**config.mk**
```make
export PLATFORM = sky130hd
export DESIGN_NAME = positional_list_with_sort
export DESIGN_NICKNAME = d
export VERILOG_FILES = /design/src/hw/rtl/pls_pkg.sv /design/src/hw/rtl/positional_list_with_sort.sv /design/src/hw/rtl/pls_ram.sv /design/src/hw/rtl/pls_dp.sv /design/src/hw/rtl/pls_ctrl.sv
export SDC_FILE = /design/constraint.sdc
export NUM_CORES = 2
export LEC_CHECK = 0
export BUFFER_PORTS_ARGS = -buffer_cell sky130_fd_sc_hd__buf_4
export CORE_MARGIN = 8
export CORE_UTILIZATION = 45
export DETAILED_ROUTE_END_ITERATION = 7
export HOLD_SLACK_MARGIN = 0.12
export SYNTH_ARGS = -nofsm -noshare
export SYNTH_HDL_FRONTEND = slang
export SYNTH_SLANG_ARGS = --single-unit
```
**constraint.sdc**
```tcl
create_clock -name clk -period 4.95 [get_ports clk]
set_input_delay 0.7425 -clock clk [delete_from_list [all_inputs] [get_ports clk]]
set_output_delay 0.7425 -clock clk [all_outputs]
set_load 0.02 [all_outputs]
```
**src/hw/rtl/pls_pkg.sv**
```systemverilog
// Package with shared constants, codes and the control bundle of the positional list.
`timescale 1ns / 1ps
`default_nettype none

package pls_pkg;

  localparam int DEF_CAPACITY = 64;
  localparam int DATA_W       = 32;
  localparam int POS_W        = 7;
  localparam int COUNT_W      = 7;

  // Command codes.
  localparam logic [1:0] CMD_INSERT = 2'd0;
  localparam logic [1:0] CMD_DELETE = 2'd1;
  localparam logic [1:0] CMD_SORT   = 2'd2;
  localparam logic [1:0] CMD_READ   = 2'd3;

  // Status codes.
  localparam logic [1:0] ST_OK      = 2'd0;
  localparam logic [1:0] ST_INVALID = 2'd1;
  localparam logic [1:0] ST_FULL    = 2'd2;

  // Write data sources.
  localparam logic [1:0] SRC_RDATA = 2'd0;
  localparam logic [1:0] SRC_VALUE = 2'd1;
  localparam logic [1:0] SRC_MIN   = 2'd2;
  localparam logic [1:0] SRC_HOLD  = 2'd3;

  // Hold register operations.
  localparam logic [1:0] HOLD_KEEP  = 2'd0;
  localparam logic [1:0] HOLD_RDATA = 2'd1;
  localparam logic [1:0] HOLD_MAX   = 2'd2;

  // Entry count operations.
  localparam logic [1:0] CNT_KEEP = 2'd0;
  localparam logic [1:0] CNT_INC  = 2'd1;
  localparam logic [1:0] CNT_DEC  = 2'd2;

  // Result value selection.
  localparam logic VAL_ZERO = 1'b0;
  localparam logic VAL_HOLD = 1'b1;

  typedef struct packed {
    logic       val_ld;
    logic       rd_en;
    logic       wr_en;
    logic [1:0] wr_src;
    logic [1:0] hold_op;
    logic [1:0] cnt_op;
    logic       res_en;
    logic [1:0] res_status;
    logic       res_val;
  } pls_ctl_t;

endpackage

`default_nettype wire

```
**src/hw/rtl/positional_list_with_sort.sv**
```systemverilog
// A rejected item or a sort of one entry gives its result the cycle after start.
// Read fetches one entry; insert and delete shift the tail of the list one entry per cycle
// through memory, and insert writes only the new value when nothing moves.
// Sort of n entries is a bubble pass per length m = n..2.
// One item at a time (busy high while working); the result strobe cannot be stalled.
// Synchronous reset empties the list; the entry memory itself is not cleared.
`timescale 1ns / 1ps
`default_nettype none

module positional_list_with_sort
  import pls_pkg::*;
#(
  parameter int CAPACITY = DEF_CAPACITY
) (
  input  wire logic                     clk,
  input  wire logic                     rst,
  input  wire logic                     start,
  output logic                          busy,
  input  wire logic [1:0]               cmd,
  input  wire logic [POS_W-1:0]         position,
  input  wire logic signed [DATA_W-1:0] value,
  output logic                          done,
  output logic      [1:0]               status,
  output logic signed [DATA_W-1:0]      value_out,
  output logic      [COUNT_W-1:0]       count
);

  localparam int AW = $clog2(CAPACITY);
  localparam int CW = $clog2(CAPACITY + 1);

  pls_ctl_t      ctl;
  logic [AW-1:0] rd_addr;
  logic [AW-1:0] wr_addr;
  logic [CW-1:0] cnt;

  pls_ctrl #(
    .CAPACITY(CAPACITY),
    .AW      (AW),
    .CW      (CW)
  ) u_ctrl (
    .clk     (clk),
    .rst     (rst),
    .start   (start),
    .cmd     (cmd),
    .position(position),
    .cnt     (cnt),
    .busy    (busy),
    .ctl     (ctl),
    .rd_addr (rd_addr),
    .wr_addr (wr_addr)
  );

  pls_dp #(
    .CAPACITY(CAPACITY),
    .AW      (AW),
    .CW      (CW)
  ) u_dp (
    .clk      (clk),
    .rst      (rst),
    .ctl      (ctl),
    .rd_addr  (rd_addr),
    .wr_addr  (wr_addr),
    .value_in (value),
    .cnt      (cnt),
    .done     (done),
    .status   (status),
    .value_out(value_out),
    .count    (count)
  );

endmodule

`default_nettype wire

```
**src/hw/rtl/pls_ram.sv**
```systemverilog
// Generic single-write, single-read RAM with registered read data.
`timescale 1ns / 1ps
`default_nettype none

module pls_ram #(
  parameter int WIDTH = 32,
  parameter int DEPTH = 64
) (
  input  wire logic                     clk,
  input  wire logic                     we,
  input  wire logic [$clog2(DEPTH)-1:0] waddr,
  input  wire logic [WIDTH-1:0]         wdata,
  input  wire logic                     re,
  input  wire logic [$clog2(DEPTH)-1:0] raddr,
  output logic      [WIDTH-1:0]         rdata
);

  logic [WIDTH-1:0] mem [DEPTH];

  always_ff @(posedge clk) begin
    if (we) begin
      mem[waddr] <= wdata;
    end
    if (re) begin
      rdata <= mem[raddr];
    end
  end

endmodule

`default_nettype wire

```
**src/hw/rtl/pls_dp.sv**
```systemverilog
// Datapath of the positional list: entry memory, count, hold register and result registers.
`timescale 1ns / 1ps
`default_nettype none

module pls_dp
  import pls_pkg::*;
#(
  parameter int CAPACITY = DEF_CAPACITY,
  parameter int AW = $clog2(CAPACITY),
  parameter int CW = $clog2(CAPACITY + 1)
) (
  input  wire logic                      clk,
  input  wire logic                      rst,
  input  wire pls_ctl_t                  ctl,
  input  wire logic [AW-1:0]             rd_addr,
  input  wire logic [AW-1:0]             wr_addr,
  input  wire logic signed [DATA_W-1:0]  value_in,
  output logic      [CW-1:0]             cnt,
  output logic                           done,
  output logic      [1:0]                status,
  output logic signed [DATA_W-1:0]       value_out,
  output logic      [COUNT_W-1:0]        count
);

  logic signed [DATA_W-1:0] val_r;
  logic signed [DATA_W-1:0] hold;
  logic signed [DATA_W-1:0] hold_next;
  logic signed [DATA_W-1:0] rdata;
  logic signed [DATA_W-1:0] wdata;
  logic signed [DATA_W-1:0] min_v;
  logic signed [DATA_W-1:0] max_v;
  logic                     gt;
  logic [CW-1:0]            cnt_next;
  logic [CW+COUNT_W-1:0]    cnt_wide;

  pls_ram #(
    .WIDTH(DATA_W),
    .DEPTH(CAPACITY)
  ) u_ram (
    .clk  (clk),
    .we   (ctl.wr_en),
    .waddr(wr_addr),
    .wdata(wdata),
    .re   (ctl.rd_en),
    .raddr(rd_addr),
    .rdata(rdata)
  );

  // One compare-exchange step of a bubble pass: the larger value travels on.
  assign gt    = hold > rdata;
  assign min_v = gt ? rdata : hold;
  assign max_v = gt ? hold : rdata;

  always_comb begin
    case (ctl.wr_src)
      SRC_RDATA: wdata = rdata;
      SRC_VALUE: wdata = val_r;
      SRC_MIN:   wdata = min_v;
      SRC_HOLD:  wdata = hold;
      default:   wdata = rdata;
    endcase
  end

  always_comb begin
    case (ctl.hold_op)
      HOLD_KEEP:  hold_next = hold;
      HOLD_RDATA: hold_next = rdata;
      HOLD_MAX:   hold_next = max_v;
      default:    hold_next = hold;
    endcase
  end

  always_comb begin
    case (ctl.cnt_op)
      CNT_KEEP: cnt_next = cnt;
      CNT_INC:  cnt_next = cnt + CW'(1);
      CNT_DEC:  cnt_next = cnt - CW'(1);
      default:  cnt_next = cnt;
    endcase
  end

  assign cnt_wide = (CW + COUNT_W)'(cnt_next);

  always_ff @(posedge clk) begin
    if (rst) begin
      cnt  <= '0;
      done <= 1'b0;
    end else begin
      cnt  <= cnt_next;
      done <= ctl.res_en;
    end
  end

  always_ff @(posedge clk) begin
    hold <= hold_next;
    if (ctl.val_ld) begin
      val_r <= value_in;
    end
    if (ctl.res_en) begin
      status    <= ctl.res_status;
      value_out <= (ctl.res_val == VAL_HOLD) ? hold_next : '0;
      count     <= cnt_wide[COUNT_W-1:0];
    end
  end

endmodule

`default_nettype wire

```
**src/hw/rtl/pls_ctrl.sv**
```systemverilog
// Controller of the positional list: command checks and the shift and sort sequencer.
`timescale 1ns / 1ps
`default_nettype none

module pls_ctrl
  import pls_pkg::*;
#(
  parameter int CAPACITY = DEF_CAPACITY,
  parameter int AW = $clog2(CAPACITY),
  parameter int CW = $clog2(CAPACITY + 1)
) (
  input  wire logic             clk,
  input  wire logic             rst,
  input  wire logic             start,
  input  wire logic [1:0]       cmd,
  input  wire logic [POS_W-1:0] position,
  input  wire logic [CW-1:0]    cnt,
  output logic                  busy,
  output pls_ctl_t              ctl,
  output logic      [AW-1:0]    rd_addr,
  output logic      [AW-1:0]    wr_addr
);

  localparam int CMPW = ((CW > POS_W) ? CW : POS_W) + 1;

  localparam logic S_IDLE = 1'b0;
  localparam logic S_RUN  = 1'b1;

  logic          state, state_next;
  logic [1:0]    op, op_next;
  logic [AW-1:0] idx, idx_next;
  logic [CW-1:0] rem, rem_next;
  logic          first, first_next;
  logic          pv, pv_next;
  logic          pfirst, pfirst_next;
  logic [AW-1:0] paddr, paddr_next;
  logic [AW-1:0] pos_r, pos_r_next;
  logic [CW-1:0] slen, slen_next;

  logic [CMPW-1:0] pos_x;
  logic [CMPW-1:0] n_x;
  logic            pos_ok_ins;
  logic            pos_ok_rd;
  logic            full;
  logic [AW-1:0]   pos_m1;
  logic [CW-1:0]   tail_len;
  logic            issue;

  assign pos_x      = CMPW'(position);
  assign n_x        = CMPW'(cnt);
  assign pos_ok_ins = (position != '0) && (pos_x <= n_x + CMPW'(1));
  assign pos_ok_rd  = (position != '0) && (pos_x <= n_x);
  assign full       = n_x >= CMPW'(CAPACITY);
  assign pos_m1     = AW'(pos_x - CMPW'(1));
  assign tail_len   = CW'(n_x - pos_x + CMPW'(1));
  assign issue      = rem != '0;
  assign busy       = state != S_IDLE;

  always_comb begin
    state_next  = state;
    op_next     = op;
    idx_next    = idx;
    rem_next    = rem;
    first_next  = first;
    pv_next     = 1'b0;
    pfirst_next = 1'b0;
    paddr_next  = paddr;
    pos_r_next  = pos_r;
    slen_next   = slen;
    ctl         = '0;
    rd_addr     = idx;
    wr_addr     = paddr;

    case (state)
      S_IDLE: begin
        if (start) begin
          ctl.val_ld = 1'b1;
          op_next    = cmd;
          first_next = 1'b1;
          case (cmd)
            CMD_INSERT: begin
              if (!pos_ok_ins) begin
                ctl.res_en     = 1'b1;
                ctl.res_status = ST_INVALID;
              end else if (full) begin
                ctl.res_en     = 1'b1;
                ctl.res_status = ST_FULL;
              end else begin
                // Entries from the end down to the position move up by one.
                idx_next   = AW'(n_x - CMPW'(1));
                rem_next   = tail_len;
                pos_r_next = pos_m1;
                state_next = S_RUN;
              end
            end
            CMD_DELETE, CMD_READ: begin
              if (!pos_ok_rd) begin
                ctl.res_en     = 1'b1;
                ctl.res_status = ST_INVALID;
              end else begin
                idx_next   = pos_m1;
                rem_next   = (cmd == CMD_DELETE) ? tail_len : CW'(1);
                state_next = S_RUN;
              end
            end
            CMD_SORT: begin
              if (cnt == '0) begin
                ctl.res_en     = 1'b1;
                ctl.res_status = ST_INVALID;
              end else if (cnt == CW'(1)) begin
                ctl.res_en     = 1'b1;
                ctl.res_status = ST_OK;
              end else begin
                idx_next   = '0;
                rem_next   = cnt;
                slen_next  = cnt;
                state_next = S_RUN;
              end
            end
            default: begin
              ctl.res_en     = 1'b1;
              ctl.res_status = ST_INVALID;
            end
          endcase
        end
      end

      S_RUN: begin
        // Issue one read per cycle; the read data is registered and comes back in the next cycle.
        ctl.rd_en   = issue;
        pv_next     = issue;
        pfirst_next = issue & first;
        paddr_next  = idx;
        if (issue) begin
          rem_next   = rem - CW'(1);
          idx_next   = (op == CMD_INSERT) ? idx - AW'(1) : idx + AW'(1);
          first_next = 1'b0;
        end

        if (pv) begin
          case (op)
            CMD_READ: begin
              ctl.hold_op = HOLD_RDATA;
            end
            CMD_DELETE: begin
              if (pfirst) begin
                ctl.hold_op = HOLD_RDATA;
              end else begin
                ctl.wr_en  = 1'b1;
                ctl.wr_src = SRC_RDATA;
                wr_addr    = paddr - AW'(1);
              end
            end
            CMD_INSERT: begin
              ctl.wr_en  = 1'b1;
              ctl.wr_src = SRC_RDATA;
              wr_addr    = paddr + AW'(1);
            end
            CMD_SORT: begin
              if (pfirst) begin
                ctl.hold_op = HOLD_RDATA;
              end else begin
                ctl.wr_en   = 1'b1;
                ctl.wr_src  = SRC_MIN;
                ctl.hold_op = HOLD_MAX;
                wr_addr     = paddr - AW'(1);
              end
            end
            default: begin
              ctl.hold_op = HOLD_KEEP;
            end
          endcase
        end

        if (!issue && !pv) begin
          case (op)
            CMD_READ: begin
              ctl.res_en     = 1'b1;
              ctl.res_status = ST_OK;
              ctl.res_val    = VAL_HOLD;
              state_next     = S_IDLE;
            end
            CMD_DELETE: begin
              ctl.cnt_op     = CNT_DEC;
              ctl.res_en     = 1'b1;
              ctl.res_status = ST_OK;
              ctl.res_val    = VAL_HOLD;
              state_next     = S_IDLE;
            end
            CMD_INSERT: begin
              ctl.wr_en      = 1'b1;
              ctl.wr_src     = SRC_VALUE;
              wr_addr        = pos_r;
              ctl.cnt_op     = CNT_INC;
              ctl.res_en     = 1'b1;
              ctl.res_status = ST_OK;
              state_next     = S_IDLE;
            end
            CMD_SORT: begin
              // The largest value of this pass lands at the end of the unsorted part.
              ctl.wr_en  = 1'b1;
              ctl.wr_src = SRC_HOLD;
              wr_addr    = AW'(slen - CW'(1));
              if (slen > CW'(2)) begin
                slen_next  = slen - CW'(1);
                rem_next   = slen - CW'(1);
                idx_next   = '0;
                first_next = 1'b1;
              end else begin
                ctl.res_en     = 1'b1;
                ctl.res_status = ST_OK;
                state_next     = S_IDLE;
              end
            end
            default: begin
              ctl.res_en     = 1'b1;
              ctl.res_status = ST_INVALID;
              state_next     = S_IDLE;
            end
          endcase
        end
      end

      default: begin
        state_next = S_IDLE;
      end
    endcase
  end

  always_ff @(posedge clk) begin
    if (rst) begin
      state  <= S_IDLE;
      pv     <= 1'b0;
      pfirst <= 1'b0;
      first  <= 1'b0;
      rem    <= '0;
    end else begin
      state  <= state_next;
      pv     <= pv_next;
      pfirst <= pfirst_next;
      first  <= first_next;
      rem    <= rem_next;
    end
  end

  always_ff @(posedge clk) begin
    op    <= op_next;
    idx   <= idx_next;
    paddr <= paddr_next;
    pos_r <= pos_r_next;
    slen  <= slen_next;
  end

endmodule

`default_nettype wire

```
==> results.py <==
metrics = {
    "final_layout": {
        "layout.cells.non_filler": 7006,
        "multiInputGateArea_um2": 20800,
        "drive_gt1_share_pct": 31.6,
        "syn2layout_area_growth_pct": 15.3,
        "final_area_um2": 101000,
        "n_fill_cell": 14763,
        "register_area_um2": 66500,
        "finalNetCount": 4397,
    },
    "logic_synthesis": {
        "yosysSeqAreaShare_pct": 75.7,
        "synthCells": 3903,
        "synth_cell_types": 70,
        "synth-async-reset-ratio_pct": 0,
        "yosys_warnings": 0,
        "synth_area_per_cell_um2": 22.5,
        "synth_flop_cell": "edfxtp_1",
        "synth_edf_count": 2180,
        "synthTopCellsByArea": "edfxtp_1, mux4_2, dfxtp_1",
        "netlist.top_cell.by_area": "edfxtp_1",
        "ys_ff_latch": 2231,
        "syn-num-nets": 4025,
        "syn_area_um2": 87800,
        "synth.top_cells.by_count": "edfxtp_1, mux4_2, clkbuf_1, inv_1, ha_1",
        "yosysTopAreaCellShare_pct": 74.6,
        "synth_most_common_cell": "edfxtp_1",
    },
    "routing": {
        "wl_per_cell_um": 33.7,
        "ant_nets": 0,
        "num_vias": 43007,
        "drtIter0Drc": 5502,
        "drc": 0,
        "drt_first_pass_iters": 7,
        "routed_wl_mm": 236,
        "viasPerCell": 6.14,
    },
    "min_path": {
        "hold_start": "rst",
        "min_to": "u_ctrl.rem[3]$_SDFFE_PP0P_",
        "hp-class": "in2reg",
        "hold_path_depth": 2,
    },
    "clock_network": {
        "cts_sinks": 2231,
        "path_clk_slew_ps": 60,
        "cts_resized": 0,
        "insertion_delay_ps": 850,
        "cts_inserted_buffers": 216,
        "cts.htree.levels": 4,
        "cts_setup_buffers": 0,
        "clock_path_buffers": 3,
        "root_buffer": "clkbuf_16",
        "tritoncts": "done",
    },
    "worst_setup_path": {
        "regToRegStartpoint": "u_dp.u_ram.rdata[15]$_DFFE_PP_",
        "crit_type": "reg2reg",
        "required_ps": 5480,
        "reg2reg_setup_slack_ps": 370,
        "cp.arrival_ps": 5110,
        "ff2ff_path_depth": 10,
        "worstSetupStartpointType": "flip-flop",
        "crit_fanout": 32,
        "r2r-end": "u_dp.u_ram.mem[52][30]$_DFFE_PP_",
        "worst_setup_path_end_kind": "flip-flop",
    },
    "sta": {
        "rsz0062_at_grt": "no",
        "fin_crit_ps": 4580,
        "period_share_pct": 92.6,
        "slew_viol_final": 0,
        "finalClockSkew_ps": 30.3,
        "slew_headroom_pct": 7.80,
        "clock.fmax_mhz": 218,
        "worst_slew_pin_slew_ps": 1380,
        "setup-tns-final_ps": 0,
        "finalHoldViolCount": 0,
        "finalSetupViolCount": 0,
    },
    "die": {
        "rows": 162,
        "core_um2": 194000,
        "die_area_um2": 209000,
        "initial_utilization_pct": 45.2,
        "ioPinCount": 87,
        "die_h_um": 458,
        "dieWidth_um": 458,
    },
    "pwr": {
        "powerDensity_nw_per_um2": 419,
        "p_total_mw": 42.4,
        "max-vdd-ir-drop_mv": 0.303,
        "leakage_nw": 32.2,
    },
    "global_route": {
        "grt_pass1_vias": 43045,
        "grt_overflow": 0,
        "antenna_found_initial": 20,
        "grt_use_total_pct": 22.3,
        "grt_max_degree": 100,
        "grt_first_pass_wirelength_mm": 333,
    },
    "placed_design": {
        "io_buffers": 86,
        "placed_cell_area_um2": 94000,
        "hpwl_mm": 137,
        "placedCellCount": 6567,
        "gp_congestion": 0.849,
    },
    "status": {
        "status": "completed",
    },
    "run": {
        "maxCapViolCount": 0,
    },
}
## through the flow
step / utilization [%] / setup WS [ps] / hold WS [ps]
after global placement: 48.4 / 413 / 489
after floorplan: - / -287 / 424
after global routing: 52.1 / 296 / 179
after detailed placement: 48.4 / 440 / 476
final: 52.1 / 365 / 228
after CTS: 52.1 / 400 / 142
## what timing repair did
| item | 4_1_cts | 5_1_grt |
|---|---|---|
| hold buffers | 32 | 0 |
| endpoints found under the hold margin | 32 | 0 |
| endpoints found under the setup margin | 0 | 0 |
## kinds of logic after synthesis
| kind of cell | after synthesis | share of synthesized area [%] |
|---|---|---|
| and+or+nand+nor | 303 | 1.75 |
| adders and majority gates | 78 | 1.14 |
| DFF | 2231 | 75.7 |
| AOI/OAI and AO/OA | 287 | 2.46 |
| xor gates and xnor gates | 33 | 0.329 |
| muxes | 681 | 17.3 |
| buffers and inverters | 290 | 1.25 |
## power breakdown
group	internal, mW	leakage, nW	switching [mW]
clock	9.09	3.35	7.01
combinational	2.05	8.77	2.75
sequential	21.3	20.1	0.157
total	32.5	32.2	9.91
## layout make-up
class / instances / area share [%]
antenna: 6 / 0.0148
multi-input combinational: 1382 / 20.6
sequential: 2231 / 65.7
clock buffer: 267 / 5.58
clock inverter: 134 / 1.22
inverter: 80 / 0.297
tap: 2542 / 3.14
timing repair buffer: 364 / 3.47
## cell usage in the layout, fill, tap and decap left out, drive strengths merged, types with 8 or more instances in the layout
cell	instances
inv	88
nand2b	8
xnor2	25
buf	332
edfxtp	2180
o211ai	10
a22o	62
xor2	8
dfxtp	51
mux4	672
and2	43
a22oi	10
o21ai	38
nor2	71
nor3	57
clkbuf	267
clkinv	100
nand4	14
nand3	21
mux2i	9
bufinv	19
ha	75
a21o	10
dlygate4sd3	32
a21oi	50
a221o	35
nand2	54
o22ai	8
## state kept, by name, summed over array words and instances (netlist names), 7 cells and up
signal and count:
u_dp.cnt 7, u_dp.val_r 32, u_dp.count 7, u_dp.u_ram.mem 2048, u_dp.u_ram.rdata 32, u_dp.hold 32, u_ctrl.rem 7, u_ctrl.slen 7
u_dp.value_out 32
## worst max-delay path: stages (launching register included)
cell and delay, ps:
edfxtp_1 420, inv_1 60, ha_1 300, nand4_1 340, a2111oi_0 1010, o41a_1 340
o211ai_1 230, a22o_2 590, buf_4 320, a221o_2 370, buf_4 240
## worst max path at each step
stage	from	end	slack (ps)	cells after the start
6_report	u_dp.u_ram.rdata[15]$_DFFE_PP_	u_dp.u_ram.mem[52][30]$_DFFE_PP_	370	10
5_1_grt	u_dp.u_ram.rdata[15]$_DFFE_PP_	u_dp.u_ram.mem[55][30]$_DFFE_PP_	300	10
4_1_cts	u_dp.u_ram.rdata[15]$_DFFE_PP_	u_dp.u_ram.mem[55][30]$_DFFE_PP_	400	10
3_5_place_dp	u_dp.u_ram.rdata[15]$_DFFE_PP_	u_dp.u_ram.mem[52][30]$_DFFE_PP_	440	10
3_3_place_gp	u_dp.u_ram.rdata[13]$_DFFE_PP_	u_dp.u_ram.mem[54][30]$_DFFE_PP_	410	10
2_1_floorplan	u_ctrl.op[0]$_DFFE_PP_	u_dp.u_ram.mem[10][0]$_DFFE_PP_	-290	11
## layer usage
metal  vias up  track usage, %  wire length [um]
li1      17459               -                 -
met1     23355            31.7             97400
met2      1899            36.2            115000
met3       294            4.11             18200
met4         0            5.47              5810
met5         -               0                 0
No activity file was read; power rests on OpenSTA's default activity.
